$ cat src/sv/diameter_message_deframer_defines.svh
// Assertion macros shared by the deframer RTL.
// No dependencies; included by modules that carry assertions.
`ifndef DIAMETER_MESSAGE_DEFRAMER_DEFINES_SVH
`define DIAMETER_MESSAGE_DEFRAMER_DEFINES_SVH

// same-cycle implication, disabled in reset
`define DMD_ASSERT_IMPL(label, clk, rst_n, ante, cons) \
    label: assert property (@(posedge clk) disable iff (!(rst_n)) (ante) |-> (cons)) \
        else $error("deframer assertion failed");

// next-cycle implication, disabled in reset
`define DMD_ASSERT_NEXT(label, clk, rst_n, ante, cons) \
    label: assert property (@(posedge clk) disable iff (!(rst_n)) (ante) |=> (cons)) \
        else $error("deframer assertion failed");

`endif

$ cat src/sv/dmd_pkg.sv
// Shared types and constants for the Diameter message deframer.
// No dependencies.
package dmd_pkg;

    localparam logic [6:0] MAX_AVPS = 7'd64;

    typedef enum logic [3:0] {
        KIND_NONE       = 4'd0,
        KIND_VERSION    = 4'd1,
        KIND_MSG_LENGTH = 4'd2,
        KIND_FLAGS      = 4'd3,
        KIND_COMMAND    = 4'd4,
        KIND_APP_ID     = 4'd5,
        KIND_HOP_ID     = 4'd6,
        KIND_E2E_ID     = 4'd7,
        KIND_AVP_CODE   = 4'd8,
        KIND_AVP_FLAGS  = 4'd9,
        KIND_AVP_LENGTH = 4'd10,
        KIND_VENDOR_ID  = 4'd11,
        KIND_DATA       = 4'd12,
        KIND_ERROR      = 4'd13
    } t_kind;

    typedef enum logic [1:0] {
        ERR_NONE        = 2'd0,
        ERR_MSG_SHORT   = 2'd1,
        ERR_AVP_SHORT   = 2'd2,
        ERR_AVP_OVERRUN = 2'd3
    } t_err;

    typedef struct packed {
        t_kind       kind;
        logic [31:0] value;
        logic [6:0]  avp_number;
        logic        end_of_avp;
        logic        end_of_message;
        t_err        err;
    } t_result;

endpackage

$ cat src/sv/dmd_parser.sv
// Per-byte Diameter framing state and registered result.
// Depends on dmd_pkg and diameter_message_deframer_defines.svh.
`include "diameter_message_deframer_defines.svh"

module dmd_parser #(
    parameter logic [6:0] MAX_AVPS = dmd_pkg::MAX_AVPS
) (
    input  logic             i_clk,
    input  logic             i_rst_n,
    input  logic             i_adv,
    input  logic [7:0]       i_data_byte,
    input  logic             i_first_byte,
    output dmd_pkg::t_result o_result
);
    import dmd_pkg::*;

    typedef enum logic [2:0] {
        PH_IDLE, PH_HDR, PH_AVP, PH_DATA, PH_PAD, PH_SKIPMSG, PH_SKIPALL
    } t_phase;

    localparam logic [23:0] HDR_VERSION_POS = 24'd0;
    localparam logic [23:0] HDR_LEN_END     = 24'd3;
    localparam logic [23:0] HDR_FLAGS_POS   = 24'd4;
    localparam logic [23:0] HDR_CMD_END     = 24'd7;
    localparam logic [23:0] HDR_APP_END     = 24'd11;
    localparam logic [23:0] HDR_HOP_END     = 24'd15;
    localparam logic [23:0] HDR_E2E_END     = 24'd19;
    localparam logic [23:0] HDR_LEN         = 24'd20;
    localparam logic [23:0] AVP_CODE_END    = 24'd3;
    localparam logic [23:0] AVP_FLAGS_POS   = 24'd4;
    localparam logic [23:0] AVP_LEN_END     = 24'd7;
    localparam logic [23:0] AVP_VENDOR_END  = 24'd11;
    localparam logic [23:0] AVP_MIN_LEN     = 24'd8;
    localparam logic [23:0] AVP_MIN_LEN_VND = 24'd12;
    localparam int          VENDOR_BIT      = 7;

    t_phase      r_phase, n_phase, cur_phase;
    logic [23:0] r_msg_cnt, n_msg_cnt, cur_msg_cnt;
    logic [23:0] r_msg_len, n_msg_len, cur_msg_len;
    logic [31:0] r_shift, n_shift, cur_shift;
    logic [23:0] r_avp_cnt, n_avp_cnt, cur_avp_cnt;
    logic [23:0] r_avp_len, n_avp_len, cur_avp_len;
    logic [7:0]  r_avp_flags, n_avp_flags, cur_avp_flags;
    logic [6:0]  r_avp_ctr, n_avp_ctr, cur_avp_ctr;
    t_result     r_result, n_result;

    logic [24:0] msg_cnt_p1;
    logic [24:0] avp_cnt_p1;
    logic [23:0] min_len;
    logic [1:0]  pad_cur;
    logic [1:0]  pad_new;
    logic        done;
    logic        fin;

    always_comb begin
        cur_phase     = i_first_byte ? PH_HDR : r_phase;
        cur_msg_cnt   = i_first_byte ? '0 : r_msg_cnt;
        cur_msg_len   = i_first_byte ? '0 : r_msg_len;
        cur_shift     = i_first_byte ? '0 : r_shift;
        cur_avp_cnt   = i_first_byte ? '0 : r_avp_cnt;
        cur_avp_len   = i_first_byte ? '0 : r_avp_len;
        cur_avp_flags = i_first_byte ? '0 : r_avp_flags;
        cur_avp_ctr   = i_first_byte ? '0 : r_avp_ctr;

        n_phase     = cur_phase;
        n_msg_cnt   = cur_msg_cnt;
        n_msg_len   = cur_msg_len;
        n_shift     = cur_shift;
        n_avp_cnt   = cur_avp_cnt;
        n_avp_len   = cur_avp_len;
        n_avp_flags = cur_avp_flags;
        n_avp_ctr   = cur_avp_ctr;

        n_result.kind           = KIND_NONE;
        n_result.value          = '0;
        n_result.avp_number     = '0;
        n_result.end_of_avp     = 1'b0;
        n_result.end_of_message = 1'b0;
        n_result.err            = ERR_NONE;

        msg_cnt_p1 = {1'b0, cur_msg_cnt} + 25'd1;
        avp_cnt_p1 = {1'b0, cur_avp_cnt} + 25'd1;
        min_len    = cur_avp_flags[VENDOR_BIT] ? AVP_MIN_LEN_VND : AVP_MIN_LEN;
        pad_cur    = 2'd0 - cur_avp_len[1:0];
        pad_new    = 2'd0;
        done       = 1'b0;
        fin        = 1'b0;

        if (cur_phase != PH_IDLE && cur_phase != PH_SKIPALL) begin
            n_shift   = {cur_shift[23:0], i_data_byte};
            n_msg_cnt = msg_cnt_p1[23:0];

            unique case (cur_phase)
                PH_HDR: begin
                    unique case (cur_msg_cnt)
                        HDR_VERSION_POS: begin
                            n_result.kind  = KIND_VERSION;
                            n_result.value = {24'd0, i_data_byte};
                        end
                        HDR_LEN_END: begin
                            n_msg_len      = n_shift[23:0];
                            n_result.kind  = KIND_MSG_LENGTH;
                            n_result.value = {8'd0, n_shift[23:0]};
                            if (n_shift[23:0] < HDR_LEN) begin
                                n_result.kind = KIND_ERROR;
                                n_result.err  = ERR_MSG_SHORT;
                                n_phase       = PH_SKIPALL;
                            end
                        end
                        HDR_FLAGS_POS: begin
                            n_result.kind  = KIND_FLAGS;
                            n_result.value = {24'd0, i_data_byte};
                        end
                        HDR_CMD_END: begin
                            n_result.kind  = KIND_COMMAND;
                            n_result.value = {8'd0, n_shift[23:0]};
                        end
                        HDR_APP_END: begin
                            n_result.kind  = KIND_APP_ID;
                            n_result.value = n_shift;
                        end
                        HDR_HOP_END: begin
                            n_result.kind  = KIND_HOP_ID;
                            n_result.value = n_shift;
                        end
                        HDR_E2E_END: begin
                            n_result.kind  = KIND_E2E_ID;
                            n_result.value = n_shift;
                            n_phase        = PH_AVP;
                            n_avp_cnt      = '0;
                        end
                        default: ;
                    endcase
                end
                PH_AVP: begin
                    n_avp_cnt = avp_cnt_p1[23:0];
                    if (cur_avp_cnt == AVP_CODE_END) begin
                        n_result.kind  = KIND_AVP_CODE;
                        n_result.value = n_shift;
                    end else if (cur_avp_cnt == AVP_FLAGS_POS) begin
                        n_avp_flags    = i_data_byte;
                        n_result.kind  = KIND_AVP_FLAGS;
                        n_result.value = {24'd0, i_data_byte};
                    end else if (cur_avp_cnt == AVP_LEN_END) begin
                        n_avp_len      = n_shift[23:0];
                        n_result.kind  = KIND_AVP_LENGTH;
                        n_result.value = {8'd0, n_shift[23:0]};
                        if (n_shift[23:0] < min_len) begin
                            n_result.err = ERR_AVP_SHORT;
                        end else if (({1'b0, cur_msg_cnt} + {1'b0, n_shift[23:0]}) >
                                     ({1'b0, cur_msg_len} + {1'b0, AVP_LEN_END})) begin
                            n_result.err = ERR_AVP_OVERRUN;
                        end
                        if (n_result.err != ERR_NONE) begin
                            n_result.kind = KIND_ERROR;
                            n_phase       = PH_SKIPMSG;
                        end else if (!cur_avp_flags[VENDOR_BIT]) begin
                            done = 1'b1;
                        end
                    end else if (cur_avp_cnt == AVP_VENDOR_END) begin
                        n_result.kind  = KIND_VENDOR_ID;
                        n_result.value = n_shift;
                        done           = 1'b1;
                    end
                    if (done) begin
                        if (avp_cnt_p1 == {1'b0, n_avp_len}) begin
                            n_result.end_of_avp = 1'b1;
                            fin                 = 1'b1;
                        end else begin
                            n_phase = PH_DATA;
                        end
                    end
                end
                PH_DATA: begin
                    n_result.kind  = KIND_DATA;
                    n_result.value = {24'd0, i_data_byte};
                    n_avp_cnt      = avp_cnt_p1[23:0];
                    if (avp_cnt_p1 == {1'b0, cur_avp_len}) begin
                        n_result.end_of_avp = 1'b1;
                        fin                 = 1'b1;
                    end
                end
                PH_PAD: begin
                    n_avp_cnt = avp_cnt_p1[23:0];
                    if (avp_cnt_p1 >= ({1'b0, cur_avp_len} + {23'd0, pad_cur})) begin
                        n_phase   = PH_AVP;
                        n_avp_cnt = '0;
                    end
                end
                default: ;
            endcase

            if (fin) begin
                pad_new = 2'd0 - n_avp_len[1:0];
                if (cur_avp_ctr < MAX_AVPS) begin
                    n_avp_ctr = cur_avp_ctr + 7'd1;
                end
                if (pad_new != 2'd0) begin
                    n_phase   = PH_PAD;
                    n_avp_cnt = avp_cnt_p1[23:0];
                end else begin
                    n_phase   = PH_AVP;
                    n_avp_cnt = '0;
                end
            end

            if (cur_phase != PH_HDR) begin
                n_result.avp_number = cur_avp_ctr;
                if (cur_avp_ctr >= MAX_AVPS && n_result.kind != KIND_ERROR) begin
                    n_result.kind       = KIND_NONE;
                    n_result.value      = '0;
                    n_result.end_of_avp = 1'b0;
                end
            end

            if (n_phase != PH_SKIPALL && msg_cnt_p1 == {1'b0, n_msg_len}) begin
                n_result.end_of_message = 1'b1;
                if (n_phase == PH_AVP && n_avp_cnt != '0 &&
                    n_result.kind != KIND_ERROR) begin
                    n_result.kind       = KIND_ERROR;
                    n_result.err        = ERR_AVP_OVERRUN;
                    n_result.value      = '0;
                    n_result.end_of_avp = 1'b0;
                end
                n_phase = PH_IDLE;
            end
        end
    end

    always_ff @(posedge i_clk) begin
        if (!i_rst_n) begin
            r_phase     <= PH_IDLE;
            r_msg_cnt   <= '0;
            r_msg_len   <= '0;
            r_shift     <= '0;
            r_avp_cnt   <= '0;
            r_avp_len   <= '0;
            r_avp_flags <= '0;
            r_avp_ctr   <= '0;
            r_result    <= '0;
        end else if (i_adv) begin
            r_phase     <= n_phase;
            r_msg_cnt   <= n_msg_cnt;
            r_msg_len   <= n_msg_len;
            r_shift     <= n_shift;
            r_avp_cnt   <= n_avp_cnt;
            r_avp_len   <= n_avp_len;
            r_avp_flags <= n_avp_flags;
            r_avp_ctr   <= n_avp_ctr;
            r_result    <= n_result;
        end
    end

    assign o_result = r_result;

    `DMD_ASSERT_IMPL(a_err_kind, i_clk, i_rst_n, (r_result.kind == KIND_ERROR),
                     (r_result.err != ERR_NONE))
    `DMD_ASSERT_IMPL(a_eoa_kind, i_clk, i_rst_n, r_result.end_of_avp,
                     (r_result.kind == KIND_AVP_LENGTH || r_result.kind == KIND_VENDOR_ID ||
                      r_result.kind == KIND_DATA))
    `DMD_ASSERT_NEXT(a_idle_holds, i_clk, i_rst_n,
                     (r_phase == PH_IDLE && !(i_adv && i_first_byte)), (r_phase == PH_IDLE))

endmodule

$ cat src/sv/diameter_message_deframer.sv
// Diameter message deframer, top level: input beat register, handshake, result valid.
// Depends on dmd_pkg, dmd_parser and diameter_message_deframer_defines.svh.
//
// Usage:
//   Input channel: i_valid / o_stall carry one message byte per beat
//   (i_data_byte) plus i_first_byte, which marks byte 0 of a message and
//   restarts framing at any point.
//   Output channel: o_valid / i_stall carry one tagged result per input beat
//   (o_kind, o_value, o_avp_number, o_end_of_avp, o_end_of_message,
//   o_error_code), in input order.
//   Path: a byte is accepted into the input register, then parsed into the
//   result register, from which its result is presented.
//   Throughput: one byte per cycle while the output is not stalled.
//   Reset: synchronous, active low; framing goes idle and bytes are ignored
//   (all-zero results) until a beat with i_first_byte set.
//   Stall: a stalled result holds; one more byte is absorbed by the input
//   register, after which o_stall is raised until the result is taken.
`include "diameter_message_deframer_defines.svh"

module diameter_message_deframer #(
    parameter logic [6:0] MAX_AVPS = dmd_pkg::MAX_AVPS
) (
    input  logic        i_clk,
    input  logic        i_rst_n,
    input  logic        i_valid,
    output logic        o_stall,
    input  logic [7:0]  i_data_byte,
    input  logic        i_first_byte,
    output logic        o_valid,
    input  logic        i_stall,
    output logic [3:0]  o_kind,
    output logic [31:0] o_value,
    output logic [6:0]  o_avp_number,
    output logic        o_end_of_avp,
    output logic        o_end_of_message,
    output logic [1:0]  o_error_code
);
    import dmd_pkg::*;

    logic       r_in_valid;
    logic [7:0] r_in_byte;
    logic       r_in_first;
    logic       r_out_valid;
    logic       adv;
    t_result    w_result;

    assign adv     = r_in_valid && (!r_out_valid || !i_stall);
    assign o_stall = r_in_valid && r_out_valid && i_stall;

    always_ff @(posedge i_clk) begin
        if (!i_rst_n) begin
            r_in_valid  <= 1'b0;
            r_out_valid <= 1'b0;
        end else begin
            if (!o_stall) begin
                r_in_valid <= i_valid;
            end
            if (adv) begin
                r_out_valid <= 1'b1;
            end else if (!i_stall) begin
                r_out_valid <= 1'b0;
            end
        end
    end

    always_ff @(posedge i_clk) begin
        if (i_valid && !o_stall) begin
            r_in_byte  <= i_data_byte;
            r_in_first <= i_first_byte;
        end
    end

    dmd_parser #(
        .MAX_AVPS (MAX_AVPS)
    ) u_parser (
        .i_clk        (i_clk),
        .i_rst_n      (i_rst_n),
        .i_adv        (adv),
        .i_data_byte  (r_in_byte),
        .i_first_byte (r_in_first),
        .o_result     (w_result)
    );

    assign o_valid          = r_out_valid;
    assign o_kind           = w_result.kind;
    assign o_value          = w_result.value;
    assign o_avp_number     = w_result.avp_number;
    assign o_end_of_avp     = w_result.end_of_avp;
    assign o_end_of_message = w_result.end_of_message;
    assign o_error_code     = w_result.err;

    `DMD_ASSERT_NEXT(a_accept_fills, i_clk, i_rst_n, (i_valid && !o_stall), r_in_valid)
    `DMD_ASSERT_NEXT(a_empty_out_loads, i_clk, i_rst_n, (r_in_valid && !r_out_valid), o_valid)
    `DMD_ASSERT_NEXT(a_take_refills, i_clk, i_rst_n, (r_in_valid && o_valid && !i_stall), o_valid)

endmodule

$ cat config.mk
export PLATFORM = sky130hd
export DESIGN_NAME = diameter_message_deframer
export DESIGN_NICKNAME = d
export VERILOG_FILES = /design/src/sv/dmd_pkg.sv /design/src/sv/dmd_parser.sv /design/src/sv/diameter_message_deframer.sv
export VERILOG_INCLUDE_DIRS = /design/src /design/src/sv
export SDC_FILE = /design/constraint.sdc
export NUM_CORES = 1
export LEC_CHECK = 0
export BUFFER_PORTS_ARGS = -buffer_cell sky130_fd_sc_hd__buf_2
export CORE_ASPECT_RATIO = 1.75
export CORE_MARGIN = 10
export CORE_UTILIZATION = 25
export DETAILED_ROUTE_END_ITERATION = 10
export SYNTH_ARGS = -nofsm -noshare
export SYNTH_HDL_FRONTEND = slang
export SYNTH_SLANG_ARGS = --single-unit
export TNS_END_PERCENT = 5
$ cat constraint.sdc
create_clock -name i_clk -period 15.9 [get_ports i_clk]
set_input_delay 3.18 -clock i_clk [delete_from_list [all_inputs] [get_ports i_clk]]
set_output_delay 3.18 -clock i_clk [all_outputs]
set_load 0.01 [all_outputs]
# == Word level (Yosys, flattened, before mapping) ==
# Cells that the tools add are included.
# totals
ff_bits,196
input_bits,13
out_inout_bits,49
elab_cells,174
# classes
add_sub_neg,8
magnitude_cmp,6
eq_ne,24
n_mux,99
reduce_logical,19
# ops
cell,n
two-way mux 24 bit,25
two-way mux 36 bit,8
case mux 36 bit (7 select lines),1
case mux 36 bit (3 select lines),1
"== test 24 x 3 -> 1 bit, second input constant",4
two-way mux 44 bit,2
== test 25 x 24 -> 1 bit,3
"== test 24 x 4 -> 1 bit, second input constant",3
case mux 24 bit (3 select lines),1
"adder 24 x 1 -> 25 bit, second input constant",2
"== test 24 x 2 -> 1 bit, second input constant",2
two-way mux 3 bit,16
two-way mux 47 bit,1
two-way mux 8 bit,5
two-way mux 7 bit,4
adder 24 x 2 -> 25 bit,1
adder 24 x 24 -> 25 bit,1
"adder 24 x 3 -> 25 bit, second input constant",1
greater-or-equal comparator 25 bit,1
> comparator 25 bit,1
"== test 24 x 5 -> 1 bit, second input constant",1
logical NOT 24 bit,1
less-than comparator 24 bit,1
"less-than comparator 24 x 5 -> 1 bit, second input constant",1
other kinds (25),69

# == Longest topological paths before layout ==
# Gate-level depths: netlist of the first run.
# depth
depth_word,28
mapped_depth,38

# == Cells and area by module ==
# A second synthesis of the first run with hierarchy kept.
# unflattened
hier_cells,2099
area_unflattened_um2,15840.2
# modules_own_cells
module,n_inst,cells_per_inst,area_each_um2
dmd_parser,1,2082,15486.1
diameter_message_deframer,1,17,354.1

# == Least setup slack after synthesis of the first run ==
# No wires, ideal clock.
# synth_path
kind,reg2reg
from,register r_in_first
to,register u_parser.r_result (netlist bit u_parser.o_result[25])
setup_time_ns,0.121
arrival_time_ns,8.184
path_slack_ns,7.595
stages_incl_launch_ff,39
n_path_buf,12
cell_sequence,edfxtp_1 clkbuf_1 buf_2 buf_2 buf_2 buf_2 buf_1 clkbuf_1 clkbuf_1 clkbuf_1 buf_1 nor2b_1 inv_1 fa_1 nor2b_1 or3_1 a32oi_1 nor3_1 [3 not listed] o21ai_0 o41ai_1 o21ai_0 a31o_2 ha_1 nand4_1 nor4bb_1 o221ai_1 o311ai_0 a21oi_1 a31oi_1 nor4_1 a32oi_2 nand2_1 nor3_1 buf_2 buf_4 o21ai_0
# synth_via
elab_chain_cells,28
word_cells_on_any_way,119
cone_classes,add/sub (7); order compare (5); eq/ne (23); mux (73); reduce/logical (11)
# synth_lines
element,line_no,text
start: declaration,diameter_message_deframer.sv:42,logic r_in_first;
start signal: assignment,diameter_message_deframer.sv:69,r_in_first <= i_first_byte;
two-way mux 24 bit (on tied branches),"dmd_parser.sv:57, dmd_parser.sv:58, dmd_parser.sv:59",
adder 24 x 24 -> 25 bit or adder 24 x 3 -> 25 bit (tied branches),"dmd_parser.sv:150, dmd_parser.sv:151",
> comparator 25 bit,dmd_parser.sv:150,"end else if (({1'b0, cur_msg_cnt} + {1'b0, n_shift[23:0]}) >"
two-way mux 2 bit,dmd_parser.sv:150,
two-way mux 2 bit,dmd_parser.sv:148,if (n_shift[23:0] < min_len) begin
two-way mux 2 bit,dmd_parser.sv:144,end else if (cur_avp_cnt == AVP_LEN_END) begin
two-way mux 2 bit,dmd_parser.sv:140,end else if (cur_avp_cnt == AVP_FLAGS_POS) begin
two-way mux 2 bit,dmd_parser.sv:137,if (cur_avp_cnt == AVP_CODE_END) begin
[11 not listed],-,
two-way mux 1 bit,dmd_parser.sv:89,if (cur_phase != PH_IDLE && cur_phase != PH_SKIPALL) begin
two-way mux 24 bit or two-way mux 3 bit (tied branches),dmd_parser.sv:193,if (fin) begin
two-way mux 24 bit or two-way mux 3 bit (tied branches),dmd_parser.sv:89,
nonzero test 24 bit or == test 3 x 2 -> 1 bit (tied branches),dmd_parser.sv:218,if (n_phase == PH_AVP && n_avp_cnt != '0 &&
logical AND 1 bit (2 in a row),dmd_parser.sv:218,
two-way mux 36 bit,dmd_parser.sv:218,
two-way mux 36 bit,dmd_parser.sv:216,"if (n_phase != PH_SKIPALL && msg_cnt_p1 == {1'b0, n_msg_len}) begin"
two-way mux 47 bit *,dmd_parser.sv:89,
end signal: assignment,dmd_parser.sv:250,r_result <= n_result;
end: declaration,dmd_parser.sv:45,"t_result r_result, n_result;"
# Mark *: on every way between the ends. The rest lies on a longest branch, timed or not. The select of a mux whose other input is x is not followed.
# A chain may end at the register's enable or synchronous reset.

# == Worst setup path after layout of the first run ==
# layout_path
from,register r_in_first
to,register u_parser.r_avp_cnt[2]
# layout_via
elab_chain_cells,23
word_cells_on_any_way,68
cone_classes,add/sub (6); order compare (3); eq/ne (12); mux (42); reduce/logical (5)
# layout_lines
element,line_no,text
two-way mux 24 bit (on tied branches),"dmd_parser.sv:57, dmd_parser.sv:58, dmd_parser.sv:59",
adder 24 x 24 -> 25 bit or adder 24 x 3 -> 25 bit (tied branches),"dmd_parser.sv:150, dmd_parser.sv:151",
> comparator 25 bit,dmd_parser.sv:150,
two-way mux 2 bit,dmd_parser.sv:150,
two-way mux 2 bit,dmd_parser.sv:148,
two-way mux 2 bit,dmd_parser.sv:144,
two-way mux 2 bit,dmd_parser.sv:140,
two-way mux 2 bit,dmd_parser.sv:137,
[7 not listed],-,
two-way mux 1 bit,dmd_parser.sv:93,unique case (cur_phase)
two-way mux 1 bit,dmd_parser.sv:89,
two-way mux 1 bit,dmd_parser.sv:165,if (done) begin
case mux 1 bit (2 select lines),dmd_parser.sv:93,
two-way mux 1 bit,dmd_parser.sv:89,
two-way mux 24 bit,dmd_parser.sv:193,
two-way mux 24 bit,dmd_parser.sv:89,
two-way mux 24 bit *,dmd_parser.sv:89,
end signal: assignment,dmd_parser.sv:246,r_avp_cnt <= n_avp_cnt;
end: declaration,dmd_parser.sv:41,"logic [23:0] r_avp_cnt, n_avp_cnt, cur_avp_cnt;"
# Marks and branches as above.

==> impl_results.md, run 1 <==
* Status: complete, no violations
* Area growth syn-to-layout at 11.4%
* Placer Congestion at around 1
* Avg Vias per Cell at 5.61
* I/O Buffers at 61
* Starting density of the core at 25.2%
* Setup TNS at 0 ns
* Least-Margin Pin Slew at between 1 and 1.5 ns
* Number of flops mapped to enable cells by yosys at 9
* First-pass GRT wire length at a little under 100000 µm
* Maximum vdd drop at 0.0577 mV
* Worst-Skew Late Latency at around 0.49 ns
* Netlist Area Pre-Place at approximately 15000 µm²
* Synth area leaders: dfxtp_1 (24%), nand2_1 (6.5%), ha_1 (6.1%)
* Most used cell along the critical path: a21oi_1
* Dpl cells at between 2000 and 3000
* H-tree levels at 4
* Critical path capture point type: register
* Post-synthesis cell count at 2034
* Layout cells sized above 1 at 8.90%
* CTS Buffer Depth at 2
* Worst R2R Setup Slack at 7.56 ns
* Leak at 5.97 nW
* Post-synth cell types at 85
* Hold Startpoint: u_parser.o_result[39]
* # rows at between 100 and 150
* TritonCTS buffer count at 17
* Clock sinks at between 150 and 200
* Antenna violations before repair at 0
* Gr ovfl total at 0
* Hold-fix buffers, CTS at 0
* Finished Layout Cells at between 2000 and 3000
* Yosys reg bits at 189
* Filler cell count at roughly 6500
* Die Span Y at around 340 µm
* Cell Pwr Density at 63.3 nW/µm²
* Placed cell areas at 15900 µm²
* Reg-to-reg startpoint: r_in_first
* Setup CP Type: register to register
* Slew Limit Fails at 0
* Clk root buf: clkbuf_16
* Syn_area_per_cell at 7.29 µm²
* Sequential-to-total area share from yosys stat at roughly a quarter
* CP arrival at between 8 and 9 ns
* Finish-stage setup viols at 0
* Horiz. Die Dim at between 200 and 250 µm
* RR Endpoint: u_parser.r_avp_cnt[2]
* Async SR Flop Fraction at 0%
* WHS Endpoint: u_parser.o_result[39]
* Layout Nets at between 2000 and 2500
* Worst hold path depth at 2
* Core Util, Final at between 20 and 30%
* Total power at ~1.0 mW
* Drt wl/cell at around 23 µm
* Skew final at 0.0160 ns
* Most frequent cells after synthesis: nand2_1 (255), nor2_1 (219), dfxtp_1 (180)
* Final worst slack at 7.56 ns
* Io pins at between 60 and 70
* Crit-path max FO at roughly 130
* Final wirelength at between 60000 and 70000 µm
* Slew headroom at about a fifth
* Vias in the first global route at about 15000
* Req. time, crit path at about 16 ns
* Dpl hpwl at approximately 49000 µm
* Vias at approximately 16000
* Post-route minimum period at around 8.3 ns
* Ys Warns at 0
* Die footprint at between 60000 and 70000 µm²
* All-layer global routing usage at a little under a fifth
* Final Hold Viols at 0
* Core ar. at around 59000 µm²
* Worst Hold Class: register to register
* Maximum number of pins on one net before global-route repair at between 100 and 150
* DRT antenna net count at 0
* Setup slack at placement at roughly 7.7 ns
* Max Cap Viol at 0
* CTS tree: done
* Slowest library cell on the worst path: o21a_1
* Initial drt markers at 1455
* # DRC at 0
* Fmax at between 0.1 and 0.15 GHz
* Main synth FF type: dfxtp_1
* Startpoint Class: register
* R2R cell count at 25
* Worst hold margin at between 0.4 and 0.5 ns
* Final instance area at between 15000 and 20000 µm²
* Synth top area share at 24.3%
* Post-CTS setup buffer count at 0
* Leading area contributor after synthesis: dfxtp_1
* CP max stage delay at 0.81 ns
* Syn Nets at roughly 2100
* CTS clock-pin slew for the worst setup and hold paths at 0.09 ns
* Pre-antenna DRT Iters at 7
* Count leader, synth: nand2_1
* Post_cts resized at 0
* Unrepaired setup endpoints after global routing: false
* Final Cycle Share at a little over half
## routing by layer
layer  up-vias  global-route usage, %  share of wire (%)  wire [µm]
met3       316                   3.08                5.1       3330
met2       706                   33.9                 52      34000
met1      7436                   16.8                 32      21400
li1       7280                      -                  -          -
met4         0                   17.7                 11       7090
met5         -                      0                  0          0
## critical path: cells and delay by family (launching register included)
kind            cells  cell delay (ns)
fa+ha+maj           2             0.71
compound gates     16             4.84
simple gates        5             1.24
flops               1             0.35
buf+inv             2             1.01
## report_power, final
part	internal, mW	switching [mW]	total (mW)
Sequential	0.480	0.00716	0.487
Clock	0.233	0.240	0.473
Combinational	0.0191	0.0665	0.0856
## placed cells by master (no fill, tap or decap), drive strengths merged, types with 25 or more instances in the layout
master / Yosys / final
nor4: 34 / 34
nand3: 88 / 88
nor2b: 66 / 66
buf: 37 / 105
xnor2: 93 / 93
nand2b: 26 / 26
a21oi: 106 / 106
xor2: 42 / 42
nor2: 220 / 220
dfxtp: 180 / 180
o21ai: 127 / 127
nor3: 59 / 59
inv: 55 / 60
nand2: 255 / 255
a22oi: 88 / 88
ha: 72 / 72
nand4: 52 / 52
and3: 25 / 25
## cell type report
cell class / instances / area, µm² / area share, %
multi-input combinational: 1642 / 10200 / 61.6
antenna: 1 / 2.50 / 0.0152
clock inverter: 14 / 196 / 1.19
tap: 780 / 976 / 5.91
timing repair buffer: 105 / 648 / 3.92
inverter: 55 / 209 / 1.27
clock buffer: 18 / 439 / 2.66
sequential: 189 / 3870 / 23.5
## how the worst max path moves through the flow
stage / start / depth (start not counted) / end / slack (ns)
5_1_grt: r_in_first / 25 / u_parser.r_avp_cnt[2] / 6.85
3_5_place_dp: r_in_first / 25 / u_parser.r_avp_cnt[2] / 7.74
4_1_cts: r_in_first / 25 / u_parser.r_avp_cnt[2] / 7.68
2_1_floorplan: r_in_first / 38 / u_parser.o_result[25] / 7.60
6_report: r_in_first / 25 / u_parser.r_avp_cnt[2] / 7.56
3_3_place_gp: r_in_first / 25 / u_parser.r_avp_cnt[2] / 7.88
## state kept, by name (all words and copies together), names as in the netlist, 3 cells and up
signal              cells
u_parser.r_avp_len     24
u_parser.r_avp_cnt     24
u_parser.r_msg_len     24
u_parser.r_phase        3
u_parser.r_msg_cnt     24
u_parser.r_avp_ctr      7
r_in_byte               8
u_parser.o_result      47
u_parser.r_shift       24
## cell families (layout without fill, tap and decap cells)
group	Yosys count	in the layout	share of synthesized area, %
fa+ha+maj	78	78	6.55
buf+inv	203	192	5.48
simple gates	914	914	30.6
other cells	0	1	0
compound gates	486	486	21.3
mux	29	29	2.00
flops	189	189	26.1
xor+xnor	135	135	7.98
(Power assumes the default switching activity.)
==> run 2: changes to the inputs <==
--- a/config.mk
+++ b/config.mk
@@ -6,6 +6,7 @@
 export SDC_FILE = /design/constraint.sdc
 export NUM_CORES = 1
 export LEC_CHECK = 0
+export ABC_AREA = 1
 export BUFFER_PORTS_ARGS = -buffer_cell sky130_fd_sc_hd__buf_2
 export CORE_ASPECT_RATIO = 1.75
 export CORE_MARGIN = 10
==> constraint.sdc (replaced) <==
create_clock -name i_clk -period 6.9 [get_ports i_clk]
set_input_delay 1.38 -clock i_clk [delete_from_list [all_inputs] [get_ports i_clk]]
set_output_delay 1.38 -clock i_clk [all_outputs]
set_load 0.01 [all_outputs]
==> impl_results.md, run 2 <==
* # DRC at 0 (unchanged)
* Final wirelength at 83000 µm (+26%)
* Vias in the first global route at 19100 (+24%)
* Least-Margin Pin Slew at 1.27 ns (+0.0969 ns)
* Startpoint Class: register
* Pre-antenna DRT Iters at 6 (-1)
* Worst hold margin at 0.454 ns (+0.00811 ns)
* Largest family of logic cells by synthesized area: simple AND/OR/NAND/NOR gates
* Xor/xnor cell area share of the yosys netlist at 4.68% (-3.3 points)
* Req. time, crit path at 7.30 ns (-8.99 ns)
* Commonest non-fill, non-tap cell in the layout: nand2_1
* Sw frac at 33.4% (+3.4 points)
* Maximum number of pins on one net before global-route repair at 84 (-37%)
* Final Cycle Share at 94.4% (+42 points)
* Horiz. Die Dim at 215 µm (+5.4%)
* Sequential-to-total area share from yosys stat at 23.2% (-2.9 points)
* Syn_area_per_cell at 5.95 µm² (-18%)
* Setup CP Type: register to register
* Number of flops mapped to enable cells by yosys at 9 (unchanged)
* Status: complete, no violations
* Flop pwr share at 42.8% (-3.8 points)
* Commonest non-fill, non-tap cells in the layout: nand2_1 (764), inv_1 (323), nor2_1 (283), a21oi_1 (245), nand3_1 (190)
* Cell Pwr Density at 136 nW/µm² (+110%)
* Clock power frac at 41.2% (-4.0 points)
* Vias at 19600 (+25%)
* CTS clock-pin slew for the worst setup and hold paths at 0.08 ns (about the same)
* Io pins at 62 (unchanged)
* Layout Nets at 3008 (+44%)
* Layout cells sized above 1 at 12.1% (+3.2 points)
* Initial drt markers at 1638 (+13%)
* Dpl hpwl at 65100 µm (+32%)
* Leading area contributor after synthesis: dfxtp_1
* Mux contribution to synthesized area at 0% (-2.0 points)
* Gate power share at 16.0% (+7.8 points)
* Worst-Skew Late Latency at 0.49 ns (about the same)
* Final Hold Viols at 0 (unchanged)
* Main synth FF type: dfxtp_1
* Die footprint at 77800 µm² (+11%)
* Worst Hold Class: register to register
* Simple-gate share of the synthesized area at 38.5% (+7.9 points)
* Leak at 8.88 nW (+49%)
* Synth top area share at 21.6% (-2.7 points)
* First-pass GRT wire length at 119000 µm (+22%)
* Largest register FFs at 47 (unchanged)
* Finish-stage setup viols at 0 (unchanged)
* Gr ovfl total at 0 (unchanged)
* # diodes at 0 (-1)
* Most used cell along the critical path: nand2_1
* Syn Nets at 2889 (+36%)
* Psw at 0.890 mW (+180%)
* TritonCTS buffer count at 17 (unchanged)
* Hold-fix buffers, CTS at 0 (unchanged)
* Complex-gate fraction of the synthesized area at 16.7% (-4.6 points)
* H-tree levels at 4 (unchanged)
* Count leader, synth: nand2_1
* Post-Synth Adder-Cell Area at 5.53% (-1.0 points)
* Most frequent cells after synthesis: nand2_1 (771), inv_1 (324), nor2_1 (293)
* Antenna violations before repair at 1 (+1)
* Final worst slack at 0.389 ns (-7.17 ns)
* Starting density of the core at 25.1% (-0.031 points)
* Drt wl/cell at 21.7 µm (-7.6%)
* Slew headroom at 14.8% (-6.0 points)
* Synth area leaders: dfxtp_1 (22%), nand2_1 (17%), a21oi_1 (7.5%)
* All-layer global routing usage at 20.3% (+1.8 points)
* CP arrival at 6.91 ns (-1.82 ns)
* Async SR Flop Fraction at 0% (unchanged)
* Clock sinks at 189 (unchanged)
* Yosys reg bits at 189 (unchanged)
* Skew final at 0.0224 ns (+0.00643 ns)
* DRT antenna net count at 0 (unchanged)
* Core Util, Final at 29.5% (+1.5 points)
* Die Span Y at 362 µm (+5.7%)
* I/O Buffers at 61 (unchanged)
* Filler cell count at 7540 (+16%)
* Post-route minimum period at 6.51 ns (-1.83 ns)
* CTS tree: done
* Critical path capture point type: register
* Core ar. at 66300 µm² (+13%)
* Fmax at 0.154 GHz (+28%)
* Post-synthesis cell count at 2803 (+38%)
* # rows at 125 (+5.9%)
* Clk root buf: clkbuf_16
* Int Pwr at 1.77 mW (+140%)
* Slowest library cell on the worst path: o21bai_1
* Max Cap Viol at 0 (unchanged)
* Crit path buf inv count at 8 (+6)
* CP max stage delay at 0.62 ns (-0.19 ns)
* Maximum vdd drop at 0.180 mV (+210%)
* Post-synth cell types at 60 (-29%)
* Area growth syn-to-layout at 17.6%
* Setup slack at placement at 0.0770 ns (-7.66 ns)
* Avg Vias per Cell at 5.14 (-8.5%)
* Crit-path max FO at 26 (-80%)
* Ys Warns at 0 (unchanged)
* Placer Congestion at 1.02 (+2.1%)
* CTS Buffer Depth at 2 (unchanged)
* Netlist Area Pre-Place at 16700 µm² (+12%)
* CP top delay family: simple AND/OR/NAND/NOR gates
* Slew Limit Fails at 0 (unchanged)
-- run 2: path summary, 6_finish.rpt --
kind	from	endpoint	slack (ns)	depth (start not counted)
max	r_in_first	u_parser.o_result[35]	0.39	32
min	u_parser.r_msg_cnt[0]	u_parser.r_msg_cnt[0]	0.45	1
max reg2reg	r_in_first	u_parser.o_result[35]	0.39	32
min reg2reg	u_parser.r_msg_cnt[0]	u_parser.r_msg_cnt[0]	0.45	1
-- run 2: cells by family after synthesis --
kind of cell / count (synthesis)
xor gates and xnor gates: 89
buffers and inverters: 457
DFF: 189
and+or+nand+nor: 1489
adders and majority gates: 73
AOI/OAI and AO/OA: 506
-- run 2: power by group through the flow --
stage / Sequential [mW] / Clock [mW] / Combinational [mW]
after floorplan: 1.15 / 0 / 0.258
after global placement: 1.16 / 0 / 0.412
after detailed placement: 1.16 / 0 / 0.411
after CTS: 1.14 / 1.11 / 0.412
after global routing: 1.14 / 1.14 / 0.457
final: 1.14 / 1.10 / 0.426
-- run 2: layer usage --
| layer | share of wire [%] | track usage [%] | up-vias | routed length [µm] |
|---|---|---|---|---|
| met5 | 0 | 0 | - | 0 |
| met4 | 11 | 21.0 | 0 | 9500 |
| met3 | 3.9 | 2.65 | 349 | 3240 |
| met2 | 53 | 38.6 | 722 | 43900 |
| met1 | 32 | 17.5 | 9101 | 26400 |
| li1 | - | - | 9469 | - |
-- run 2: what timing repair did --
| action | 4_1_cts | 5_1_grt |
|---|---|---|
| endpoints found under the setup margin | 0 | 47 |
| buffers inserted | 0 | 10 |
| resized for setup | 0 | 49 |
| endpoints found under the hold margin | 0 | 0 |
-- run 2: cell type report --
class                           instances  area, µm²  area share, %
Multi-Input combinational cell       2157      11100           56.7
Inverter                              340       1290           6.60
Timing Repair Buffer                  215       1580           8.04
Sequential cell                       189       3870           19.8
Clock buffer                           18        439           2.24
Timing Repair inverter                  2       17.5         0.0894
Tap cell                              889       1110           5.68
Clock inverter                         14        176          0.900
-- run 2: metrics by stage --
step                      power (mW)  cells  TNS (ns)  cell area, µm²
after floorplan                 1.41   2803         0           16700
after detailed placement        1.57   3777         0           18600
after global placement          1.57   3777         0           18600
after global routing            2.73   3824    -0.749           19600
after CTS                       2.66   3809         0           19200
final                           2.66   3824         0           19600
